<file path="src/sv/i2cmrs_pkg.sv">
// Shared types, event codes and packing helpers for the I2C read sequencer.
`timescale 1ns / 1ps

package i2cmrs_pkg;

  // Controller event codes carried in the input tuser.
  typedef enum logic [2:0] {
    OP_START = 3'd0,
    OP_ACK   = 3'd1,
    OP_NACK  = 3'd2,
    OP_BYTE  = 3'd3,
    OP_STOP  = 3'd4
  } op_t;

  localparam int IN_DATA_W  = 32;
  localparam int OUT_DATA_W = 32;
  localparam int OP_W       = 3;

  // One input word after unpacking.
  typedef struct packed {
    logic [2:0] op;
    logic [6:0] dev_addr;
    logic       read_mode;
    logic [7:0] cmd_code;
    logic [7:0] xfer_length;
    logic [7:0] rx_byte;
  } item_t;

  // One result word.
  typedef struct packed {
    logic       cmd_start;
    logic       cmd_ack;
    logic       cmd_nack;
    logic       cmd_stop;
    logic       tx_valid;
    logic [7:0] tx_byte;
    logic       rx_valid;
    logic [7:0] rx_data;
    logic [7:0] rx_index;
    logic       done_res;
    logic       error;
  } result_t;

  // Build an input item from the stream buses.
  function automatic item_t unpack_item(input logic [OP_W-1:0] user,
                                        input logic [IN_DATA_W-1:0] data);
    item_t it;
    it.op          = user;
    it.dev_addr    = data[6:0];
    it.read_mode   = data[7];
    it.cmd_code    = data[15:8];
    it.xfer_length = data[23:16];
    it.rx_byte     = data[31:24];
    return it;
  endfunction

  // Pack a result, first field in the lowest bit.
  function automatic logic [OUT_DATA_W-1:0] pack_result(input result_t r);
    return {r.error, r.done_res, r.rx_index, r.rx_data, r.rx_valid,
            r.tx_byte, r.tx_valid, r.cmd_stop, r.cmd_nack, r.cmd_ack,
            r.cmd_start};
  endfunction

endpackage

</file>
<file path="src/sv/i2c_master_read_sequencer_core.sv">
// Top level of the I2C master command-then-read sequencer.
`timescale 1ns / 1ps

// Usage:
// The input stream carries controller events. in_tuser holds the event code
// (start, ack, nack, byte received, stop done) and in_tdata the start
// parameters and the received byte. Every event word produces exactly one
// result word on the output stream: bus commands (start, ack, nack, stop),
// a byte to transmit, a received byte with its buffer index, a done flag or
// an error flag for an event that is not legal in the current phase.
// The input register captures the word, then the decode logic updates the
// phase and writes the result register, which drives the output stream.
// Throughput is one word per cycle while out_tready stays high. When the
// receiver stalls, the result register holds its word and the input register
// fills; in_tready drops only when both are full and out_tready is low.
// Synchronous reset returns the phase to idle, clears the stored
// transaction values and empties both stages.
module i2c_master_read_sequencer_core
  import i2cmrs_pkg::*;
(
  input  logic                  clk,
  input  logic                  rst_n,
  input  logic                  in_tvalid,
  output logic                  in_tready,
  // Bits from 0: dev_addr[6:0], read_mode, cmd_code[7:0],
  // xfer_length[7:0], rx_byte[7:0].
  input  logic [IN_DATA_W-1:0]  in_tdata,
  // Bits from 0: op[2:0].
  input  logic [OP_W-1:0]       in_tuser,
  output logic                  out_tvalid,
  input  logic                  out_tready,
  // Bits from 0: cmd_start, cmd_ack, cmd_nack, cmd_stop, tx_valid,
  // tx_byte[7:0], rx_valid, rx_data[7:0], rx_index[7:0], done_res, error.
  output logic [OUT_DATA_W-1:0] out_tdata
);

  logic    item_valid;
  item_t   item;
  logic    item_take;
  result_t res;

  i2cmrs_in_reg u_in_reg (
    .clk        (clk),
    .rst_n      (rst_n),
    .in_tvalid  (in_tvalid),
    .in_tready  (in_tready),
    .in_tdata   (in_tdata),
    .in_tuser   (in_tuser),
    .item_valid (item_valid),
    .item       (item),
    .item_take  (item_take)
  );

  i2cmrs_seq u_seq (
    .clk        (clk),
    .rst_n      (rst_n),
    .item_valid (item_valid),
    .item       (item),
    .item_take  (item_take),
    .res_valid  (out_tvalid),
    .res        (res),
    .res_ready  (out_tready)
  );

  assign out_tdata = pack_result(res);

  // An error word carries nothing else.
  assert property (@(posedge clk) disable iff (!rst_n)
    (out_tvalid && res.error) |-> (out_tdata[30:0] == 31'd0))
    else $error("error word has other fields set");

  // A word never both transmits and receives.
  assert property (@(posedge clk) disable iff (!rst_n)
    out_tvalid |-> !(res.tx_valid && res.rx_valid))
    else $error("tx and rx flagged together");

  // Receive fields are zero unless a byte is handed out.
  assert property (@(posedge clk) disable iff (!rst_n)
    (out_tvalid && !res.rx_valid) |-> (res.rx_data == 8'd0 && res.rx_index == 8'd0))
    else $error("rx fields set without rx_valid");

  // With the result register empty the input side must be open.
  assert property (@(posedge clk) disable iff (!rst_n)
    !out_tvalid |-> in_tready)
    else $error("input stalled with empty result register");

  // Reset empties the result register.
  assert property (@(posedge clk) !rst_n |=> !out_tvalid)
    else $error("result valid right after reset");

endmodule

</file>
<file path="src/sv/i2cmrs_in_reg.sv">
// Input register stage that holds one unpacked event word.
`timescale 1ns / 1ps

module i2cmrs_in_reg
  import i2cmrs_pkg::*;
(
  input  logic                 clk,
  input  logic                 rst_n,
  input  logic                 in_tvalid,
  output logic                 in_tready,
  input  logic [IN_DATA_W-1:0] in_tdata,
  input  logic [OP_W-1:0]      in_tuser,
  output logic                 item_valid,
  output item_t                item,
  input  logic                 item_take
);

  logic  valid_r;
  item_t item_r;

  // The stage accepts whenever it is empty or its word moves on this cycle.
  assign in_tready  = !valid_r || item_take;
  assign item_valid = valid_r;
  assign item       = item_r;

  // Valid flag and payload capture.
  always_ff @(posedge clk) begin
    if (!rst_n) begin
      valid_r <= 1'b0;
    end else if (in_tready) begin
      valid_r <= in_tvalid;
    end
    if (in_tvalid && in_tready) begin
      item_r <= unpack_item(in_tuser, in_tdata);
    end
  end

endmodule

</file>
<file path="src/sv/i2cmrs_seq.sv">
// Transaction phase tracking, event decode and result register.
`timescale 1ns / 1ps

module i2cmrs_seq
  import i2cmrs_pkg::*;
(
  input  logic    clk,
  input  logic    rst_n,
  input  logic    item_valid,
  input  item_t   item,
  output logic    item_take,
  output logic    res_valid,
  output result_t res,
  input  logic    res_ready
);

  typedef enum logic [2:0] {
    PH_IDLE  = 3'd0,
    PH_ADDR  = 3'd1,
    PH_CMD   = 3'd2,
    PH_WAIT  = 3'd3,
    PH_READ  = 3'd4,
    PH_CLOSE = 3'd5
  } phase_t;

  phase_t     phase_r, phase_nxt;
  logic [6:0] addr_r, addr_nxt;
  logic       rflag_r, rflag_nxt;
  logic [7:0] cmd_r, cmd_nxt;
  logic [7:0] want_r, want_nxt;
  logic [7:0] saved_r, saved_nxt;
  logic [7:0] saved_inc;
  logic       valid_r;
  result_t    res_r, res_nxt;
  logic       fire;

  // A word moves in when the result register is free or being drained.
  assign item_take = !valid_r || res_ready;
  assign fire      = item_valid && item_take;
  assign res_valid = valid_r;
  assign res       = res_r;
  assign saved_inc = saved_r + 8'd1;

  // Event decode against the current phase.
  always_comb begin
    phase_nxt = phase_r;
    addr_nxt  = addr_r;
    rflag_nxt = rflag_r;
    cmd_nxt   = cmd_r;
    want_nxt  = want_r;
    saved_nxt = saved_r;
    res_nxt   = '0;
    case (op_t'(item.op))
      OP_START: begin
        if (phase_r == PH_IDLE) begin
          addr_nxt          = item.dev_addr;
          rflag_nxt         = item.read_mode;
          cmd_nxt           = item.cmd_code;
          want_nxt          = item.xfer_length;
          saved_nxt         = 8'd0;
          phase_nxt         = PH_ADDR;
          res_nxt.cmd_start = 1'b1;
          res_nxt.tx_valid  = 1'b1;
          res_nxt.tx_byte   = {item.dev_addr, 1'b0};
        end else begin
          res_nxt.error = 1'b1;
        end
      end
      OP_ACK: begin
        if (phase_r == PH_ADDR) begin
          phase_nxt        = PH_CMD;
          res_nxt.tx_valid = 1'b1;
          res_nxt.tx_byte  = cmd_r;
        end else if (phase_r == PH_CMD) begin
          // Without a read, the ack after the command is ignored.
          if (rflag_r) begin
            phase_nxt         = PH_WAIT;
            res_nxt.cmd_start = 1'b1;
            res_nxt.tx_valid  = 1'b1;
            res_nxt.tx_byte   = {addr_r, 1'b1};
          end
        end else if (phase_r == PH_WAIT) begin
          phase_nxt = PH_READ;
        end else begin
          res_nxt.error = 1'b1;
        end
      end
      OP_NACK: begin
        // Device still converting: repeat the read address.
        if (phase_r == PH_WAIT) begin
          if (rflag_r) begin
            res_nxt.cmd_start = 1'b1;
            res_nxt.tx_valid  = 1'b1;
            res_nxt.tx_byte   = {addr_r, 1'b1};
          end
        end else begin
          res_nxt.error = 1'b1;
        end
      end
      OP_BYTE: begin
        if (phase_r == PH_READ) begin
          res_nxt.rx_valid = 1'b1;
          res_nxt.rx_data  = item.rx_byte;
          res_nxt.rx_index = saved_r;
          saved_nxt        = saved_inc;
          if (saved_inc >= want_r) begin
            phase_nxt        = PH_CLOSE;
            res_nxt.cmd_nack = 1'b1;
            res_nxt.cmd_stop = 1'b1;
          end else begin
            res_nxt.cmd_ack = 1'b1;
          end
        end else begin
          res_nxt.error = 1'b1;
        end
      end
      OP_STOP: begin
        if (phase_r == PH_CLOSE) begin
          phase_nxt        = PH_IDLE;
          res_nxt.done_res = 1'b1;
        end else begin
          res_nxt.error = 1'b1;
        end
      end
      default: begin
        res_nxt.error = 1'b1;
      end
    endcase
  end

  // State, result valid and result payload.
  always_ff @(posedge clk) begin
    if (!rst_n) begin
      phase_r <= PH_IDLE;
      addr_r  <= '0;
      rflag_r <= 1'b0;
      cmd_r   <= '0;
      want_r  <= '0;
      saved_r <= '0;
      valid_r <= 1'b0;
    end else begin
      if (fire) begin
        phase_r <= phase_nxt;
        addr_r  <= addr_nxt;
        rflag_r <= rflag_nxt;
        cmd_r   <= cmd_nxt;
        want_r  <= want_nxt;
        saved_r <= saved_nxt;
      end
      if (item_take) begin
        valid_r <= item_valid;
      end
    end
    if (fire) begin
      res_r <= res_nxt;
    end
  end

endmodule
</file>
<file path="config.mk">
export PLATFORM = sky130hd
export DESIGN_NAME = i2c_master_read_sequencer_core
export DESIGN_NICKNAME = d
export VERILOG_FILES = /design/src/sv/i2cmrs_pkg.sv /design/src/sv/i2c_master_read_sequencer_core.sv /design/src/sv/i2cmrs_in_reg.sv /design/src/sv/i2cmrs_seq.sv
export SDC_FILE = /design/constraint.sdc
export NUM_CORES = 1
export LEC_CHECK = 0
export BUFFER_PORTS_ARGS = -buffer_cell sky130_fd_sc_hd__buf_2
export CAP_MARGIN = 20
export CORE_ASPECT_RATIO = 1.1
export CORE_UTILIZATION = 55
export DETAILED_ROUTE_END_ITERATION = 7
export GPL_TIMING_DRIVEN = 0
export MAX_ROUTING_LAYER = met4
export PLACE_DENSITY = 0.79
export SLEW_MARGIN = 40
export SYNTH_ARGS = -nofsm -noshare
export SYNTH_HDL_FRONTEND = slang
export SYNTH_SLANG_ARGS = --single-unit
</file>
<file path="constraint.sdc">
create_clock -name clk -period 2.7 [get_ports clk]
set_clock_uncertainty 0.2 [all_clocks]
set_input_delay 0.135 -clock clk [delete_from_list [all_inputs] [get_ports clk]]
set_output_delay 0.135 -clock clk [all_outputs]
set_load 0.01 [all_outputs]
</file>
==> results of run 1 <==
==> how the worst min path moves through the flow <==
stage	from	to	depth (start not counted)
after floorplan	in_tdata[24]	u_in_reg.item[0]	0
after global placement	in_tdata[8]	u_in_reg.item[16]	1
after detailed placement	in_tdata[5]	u_in_reg.item[30]	1
after CTS	in_tdata[2]	u_in_reg.item[27]	2
after global routing	in_tdata[12]	u_in_reg.item[20]	2
final	u_seq.addr_r[3]	u_seq.addr_r[3]	2
==> power by group through the flow <==
| stage | registers (mW) | logic, mW | clock network (mW) |
|---|---|---|---|
| after floorplan | 1.80 | 0.0810 | 0 |
| after global placement | 1.79 | 0.155 | 0 |
| after detailed placement | 1.79 | 0.166 | 0 |
| after CTS | 1.75 | 0.210 | 0.868 |
| after global routing | 1.76 | 0.233 | 0.937 |
| final | 1.75 | 0.213 | 0.862 |
==> worst register-to-register path: stages (launching register included) <==
cell	delay, ps
dfxtp_4	400
ha_2	240
nand3_2	150
nor2_4	150
xor2_2	210
ha_1	290
a21o_1	180
a21oi_2	200
o31ai_4	120
o21ai_2	210
mux2i_1	190
==> layout make-up <==
| class | count | area, um2 |
|---|---|---|
| buffer | 18 | 105 |
| inverter | 20 | 75.1 |
| clock inverter | 7 | 45.0 |
| tap | 87 | 109 |
| multi-input combinational | 220 | 1340 |
| fill | 550 | 2120 |
| clock buffer | 9 | 124 |
| sequential | 103 | 2730 |
| timing repair buffer | 112 | 778 |
==> registers in the layout, indices dropped and copies added (netlist names) <==
signal and cells:
u_seq.want_r 8, u_seq.rflag_r 1, u_seq.res 31, u_seq.phase_r 3
u_in_reg.item 35, u_seq.addr_r 7, u_in_reg.item_valid 1, u_seq.cmd_r 8
u_seq.saved_r 8, u_seq.res_valid 1
==> stage by stage <==
stage          hold WS (ps)  power (mW)  area, um2  instances
3_3_place_gp            112        1.94       4660        520
6_report                262        2.83       5310        576
4_1_cts                 260        2.83       5260        576
3_5_place_dp            113        1.96       4690        521
2_1_floorplan          33.9        1.88       4190        361
5_1_grt                 260        2.93       5310        576
==> Yosys cell counts, drive strengths merged (3+ instances only) <==
cell	number
a222oi	7
buf	6
clkbuf	12
nor2	20
dfxtp	37
nor3	9
nand2b	4
edfxtp	66
inv	20
or3	3
ha	9
nand3	4
and3	4
a21oi	36
xnor2	3
nand2	60
xor2	4
a21o	3
and2	21
o21ai	7
==> what timing repair did <==
item,CTS,global route
endpoints found under the hold margin,44,0
hold buffers,39,0
setup endpoints to repair,4,24
resized for setup,2,12
pin swaps,1,2
==> logic make-up (layout without fill, tap and decap cells) <==
logic type               count (synthesis)  after routing
flip-flops                             103            103
AO/OA/AOI/OAI                           64             64
multiplexers                             2              2
adder cells (fa/ha/maj)                  9              9
AND/OR/NAND/NOR                        138            138
XOR/XNOR                                 7              7
buffers and inverters                   38            166
==> layer usage <==
layer	vias to the layer above	routed length, um	global-route usage (%)	share of wire, %
met3	20	288	3.53	3.5
met2	75	4190	36.9	51
li1	1515	-	-	-
met5	-	0	-	0
met4	0	192	13.9	2.4
met1	1418	3490	23.5	43
==> run_results.csv, run 1 <==
group,metric,value,unit
setup_path,r2r_start,"u_seq.saved_r[0]",
synthesis,yosys.area.top_type,"edfxtp_1",
synthesis,async_flop_share,0,%
cells_and_area,area_delta_synth_final,26.6,%
setup_path,reg2regPathDepth,10,
clock_network,clock_latency,370,ps
setup_path,cp_top_family,"compound AO/OA/AOI/OAI gates",
power_and_ir_drop,pwr-share-seq,62.0,%
grt,grt_pass1_vias,2968,
setup_path,worstReg2RegEnd,"u_seq.phase_r[1]",
synthesis,synthAdderAreaFrac,2.68,%
setup_path,crit_end,"u_seq.phase_r[1]",
setup_path,crit_cells,10,
detailed_routing,first_pass_iters,4,
synthesis,synth-edff-count,66,
cells_and_area,layout_common_cells,"72 x buf_2, 66 x edfxtp_1, 60 x nand2_1",
synthesis,synth_mux_area_share,0.477,%
setup_path,cpPeakStageDelay,400,ps
setup_path,worstPathMaxFanout,6,
synthesis,synth_compound_area_share,9.96,%
grt,grt.total_usage,21.6,%
clock_network,cts_setup_buffers,0,
setup_path,crit_type,"reg2reg",
clock_network,cts_tree,"yes",
grt,grt_pass1_wl,12.9,mm
power_and_ir_drop,switching_power,0.650,mW
synthesis,ys_types,44,
clock_network,clk_pin_slew,100,ps
power_and_ir_drop,clkPwrFrac,30.5,%
cells_and_area,final_core_util,71.4,%
cells_and_area,drive_gt1_share,23.3,%
detailed_routing,vias_per_cell,5.26,
setup_path,cp-startpoint,"u_seq.saved_r[0]",
setup_path,worstSetupEndpointType,"register",
grt,grt_max_degree,34,
die,die_h,93.6,um
synthesis,ys.flop_type,"edfxtp_1",
power_and_ir_drop,p_per_area,533,nW/um2
cells_and_area,final_common_cell,"buf_2",
min_path,worstHoldPathType,"reg2reg",
grt,grt_overflow,0,
clock_network,cts_buffer_depth,2,
timing,setup_viol,0,
outcome,status,"finished, final reports clean",
timing,fin_crit_sh,96.6,%
synthesis,synth_top_cell_area_share,47.3,%
timing,setup_slack,92.5,ps
detailed_routing,drc,0,
die,start_util,56.4,%
synthesis,synth.top_cells.by_area,"edfxtp_1 47%, dfxtp_1 18%, nand2_1 5.4%",
die,io_pins,73,
clock_network,cts_num_sinks,103,
die,rows,33,
job,drv_cap,0,
synthesis,syn_area,4190,um2
synthesis,yosysSeqAreaShare,64.9,%
clock_network,htree_levels,3,
clock_network,cts_made_buffers,9,
timing,maxSlewHeadroom,56.8,%
cells_and_area,diodes,0,
timing,fmax,0.384,GHz
synthesis,synthCells,361,
synthesis,synth_top_family_by_area,"simple AND/OR/NAND/NOR gates",
setup_path,arrival,2700,ps
placement,gp_congestion,0.851,
timing,tns,0,ps
clock_network,root_buffer,"clkbuf_8",
setup_path,worst_path_max_delay_cell,"dfxtp_4",
placement,numPortBuffers,72,
synthesis,ys_seq_elements,103,
die,coreArea,7430,um2
cells_and_area,fin_nets,532,
detailed_routing,final_antenna_net_count,0,
die,dieArea,7980,um2
synthesis,yosys.area_share.simple,16.2,%
timing,hold_viol,0,
power_and_ir_drop,p_sw_share,23.0,%
timing,period_minus_slack,2610,ps
detailed_routing,wl,8.16,mm
detailed_routing,vias,3028,
setup_path,reg2reg_setup_slack,90,ps
setup_path,critPathLaunchType,"register",
power_and_ir_drop,intPower,2.18,mW
timing,slew_violations,0,
synthesis,synthXorXnorAreaFrac,1.46,%
placement,dpl.hpwl,5.31,mm
die,die_w,85.3,um
placement,preCtsSetupSlack,-169,ps
detailed_routing,drt_iter0_markers,142,
setup_path,cp_data_required_time,2790,ps
setup_path,worstPathCellList,"ha_2 > nand3_2 > nor2_4 > xor2_2 > ha_1 > a21o_1 > a21oi_2 > o31ai_4 > o21ai_2 > mux2i_1",
synthesis,postSynthAreaPerCell,11.6,um2
power_and_ir_drop,ir_worst_vdd,0.428,mV
synthesis,synth_nets,409,
detailed_routing,post_drt_wl_per_cell,14.2,um
setup_path,path_buf_inv,0,
synthesis,yosysWarnings,0,
power_and_ir_drop,power_frac_comb,7.5,%
timing,worst_pin_slew,645,ps
grt,antenna_found_initial,0,
power_and_ir_drop,power.leakage,2.08,nW
Power figures use the tool's default switching activity.
==> inputs of run 2 (changes only) <==
--- a/config.mk
+++ b/config.mk
@@ -7,7 +7,7 @@
 export LEC_CHECK = 0
 export BUFFER_PORTS_ARGS = -buffer_cell sky130_fd_sc_hd__buf_2
 export CAP_MARGIN = 20
-export CORE_ASPECT_RATIO = 1.1
+export CORE_ASPECT_RATIO = 0.9
 export CORE_UTILIZATION = 55
 export DETAILED_ROUTE_END_ITERATION = 7
 export GPL_TIMING_DRIVEN = 0
==> run 2 against run 1 <==
Against the previous run: sequential power hardly changed; final cell count is 1.2% higher; critical path depth down 1; die area about the same; critical path type unchanged; largest cell class unchanged; highest routed layer unchanged.
==> run_results.csv, run 2 (synthesis results as in run 1) <==
group,metric,value,unit
detailed_routing,post_drt_wl_per_cell,13.8,um
cells_and_area,fin_nets,533,
setup_path,worstSetupEndpointType,"register",
timing,fmax,0.391,GHz
placement,dpl.hpwl,5.03,mm
grt,grt_max_degree,34,
detailed_routing,drc,0,
clock_network,cts_num_sinks,103,
die,dieArea,7980,um2
timing,grt_setup_unrepaired,"yes",
setup_path,worstReg2RegEnd,"u_seq.phase_r[1]",
grt,grt_pass1_vias,2832,
clock_network,clock_latency,370,ps
die,die_w,94.0,um
setup_path,crit_type,"reg2reg",
setup_path,critPathLaunchType,"register",
timing,hold_slack,261,ps
power_and_ir_drop,power.leakage,2.08,nW
outcome,status,"finished, final reports clean",
placement,placedInstanceArea,4700,um2
cells_and_area,area_delta_synth_final,27.3,%
timing,setup_slack,145,ps
detailed_routing,vias,3022,
cells_and_area,fill_cells,496,
placement,preCtsSetupSlack,-150,ps
grt,antenna_found_initial,0,
timing,hold_viol,0,
die,rows,29,
min_path,hold_end,"u_seq.want_r[5]",
job,drv_cap,0,
timing,slew_violations,0,
placement,numPortBuffers,72,
clock_network,htree_levels,3,
clock_network,clk_pin_slew,100,ps
min_path,min_path_cells,2,
clock_network,cts_tree,"yes",
timing,worst_pin_slew,631,ps
grt,grt_pass1_wl,13.2,mm
clock_network,root_buffer,"clkbuf_8",
timing,maxSlewHeadroom,57.8,%
cells_and_area,final_core_util,73.9,%
cells_and_area,drive_gt1_share,22.9,%
detailed_routing,final_antenna_net_count,0,
die,die_h,84.8,um
min_path,hp-start,"u_seq.want_r[5]",
setup_path,arrival,2660,ps
timing,fin_crit_sh,94.6,%
clock_network,cts_made_buffers,9,
setup_path,cp_data_required_time,2810,ps
timing,period_minus_slack,2550,ps
grt,grt_overflow,0,
power_and_ir_drop,fin_total_pwr,2.92,mW
placement,gp_congestion,0.915,
die,start_util,58.1,%
grt,grt.total_usage,22.3,%
clock_network,cts_buffer_depth,2,
die,io_pins,73,
detailed_routing,vias_per_cell,5.18,
cells_and_area,final_area,5340,um2
detailed_routing,drt_iter0_markers,183,
min_path,worstHoldPathType,"reg2reg",
cells_and_area,largest_reg_flops,35,
setup_path,r2r_start,"u_seq.saved_r[0]",
setup_path,worstPathMaxFanout,6,
die,coreArea,7220,um2
cells_and_area,final_common_cell,"buf_2",
detailed_routing,wl,8.05,mm
cells_and_area,diodes,0,
power_and_ir_drop,p_per_area,547,nW/um2
setup_path,reg2regPathDepth,9,
cells_and_area,layout_common_cells,"72 x buf_2, 66 x edfxtp_1, 60 x nand2_1",
detailed_routing,first_pass_iters,5,
timing,setup_viol,0,
setup_path,reg2reg_setup_slack,150,ps
power_and_ir_drop,ir_worst_vdd,0.451,mV
-- run 2: worst max path at each step --
stage,startpoint,end
after floorplan,u_seq.res_valid,u_seq.addr_r[4]
after global placement,u_seq.res_valid,u_seq.rflag_r
after detailed placement,u_seq.saved_r[0],u_seq.phase_r[2]
after CTS,u_seq.saved_r[0],u_seq.phase_r[1]
after global routing,u_seq.saved_r[2],u_seq.phase_r[2]
final,u_seq.saved_r[0],u_seq.phase_r[1]
-- run 2: per-layer routing --
layer | global-route usage (%) | vias up | wire, um
met1 | 29.4 | 1399 | 3740
met3 | 3.49 | 10 | 354
met2 | 35.5 | 92 | 3860
met5 | - | - | 0
li1 | - | 1521 | -
met4 | 7.55 | 0 | 96
-- run 2: stage by stage --
stage                     std cells  TNS [ps]
after floorplan                 361         0
after global placement          526     -3290
after detailed placement        527      -263
after CTS                       582         0
after global routing            583     -71.4
final                           583         0
-- run 2: power by group --
group | switching, mW | internal [mW]
Combinational | 0.105 | 0.107
Sequential | 0.0204 | 1.73
Clock | 0.529 | 0.427
Total | 0.654 | 2.27
-- run 2: critical path, stage by stage, from the launching register on --
cell and delay (ps):
dfxtp_2 410, ha_2 240, nand3_2 130, xnor2_1 180
ha_1 200, or4_1 390, a21oi_1 220, o31ai_4 120
o21ai_2 210, mux2i_1 200
-- run 2: cell type report --
cell class	count	area, um2	area share [%]
buffer	18	105	1.97
clock buffer	12	166	3.12
clock inverter	4	35.0	0.656
inverter	20	75.1	1.41
multi-input combinational	220	1330	24.9
sequential	103	2720	51.0
tap	93	116	2.18
timing repair buffer	113	786	14.7
-- run 2: timing repair --
| action | CTS | global route |
|---|---|---|
| endpoints found under the setup margin | 3 | 25 |
| buffers inserted | 0 | 1 |
| endpoints found under the hold margin | 44 | 0 |
| pin swaps | 0 | 1 |
| resized for setup | 2 | 7 |
| hold buffers | 39 | 0 |
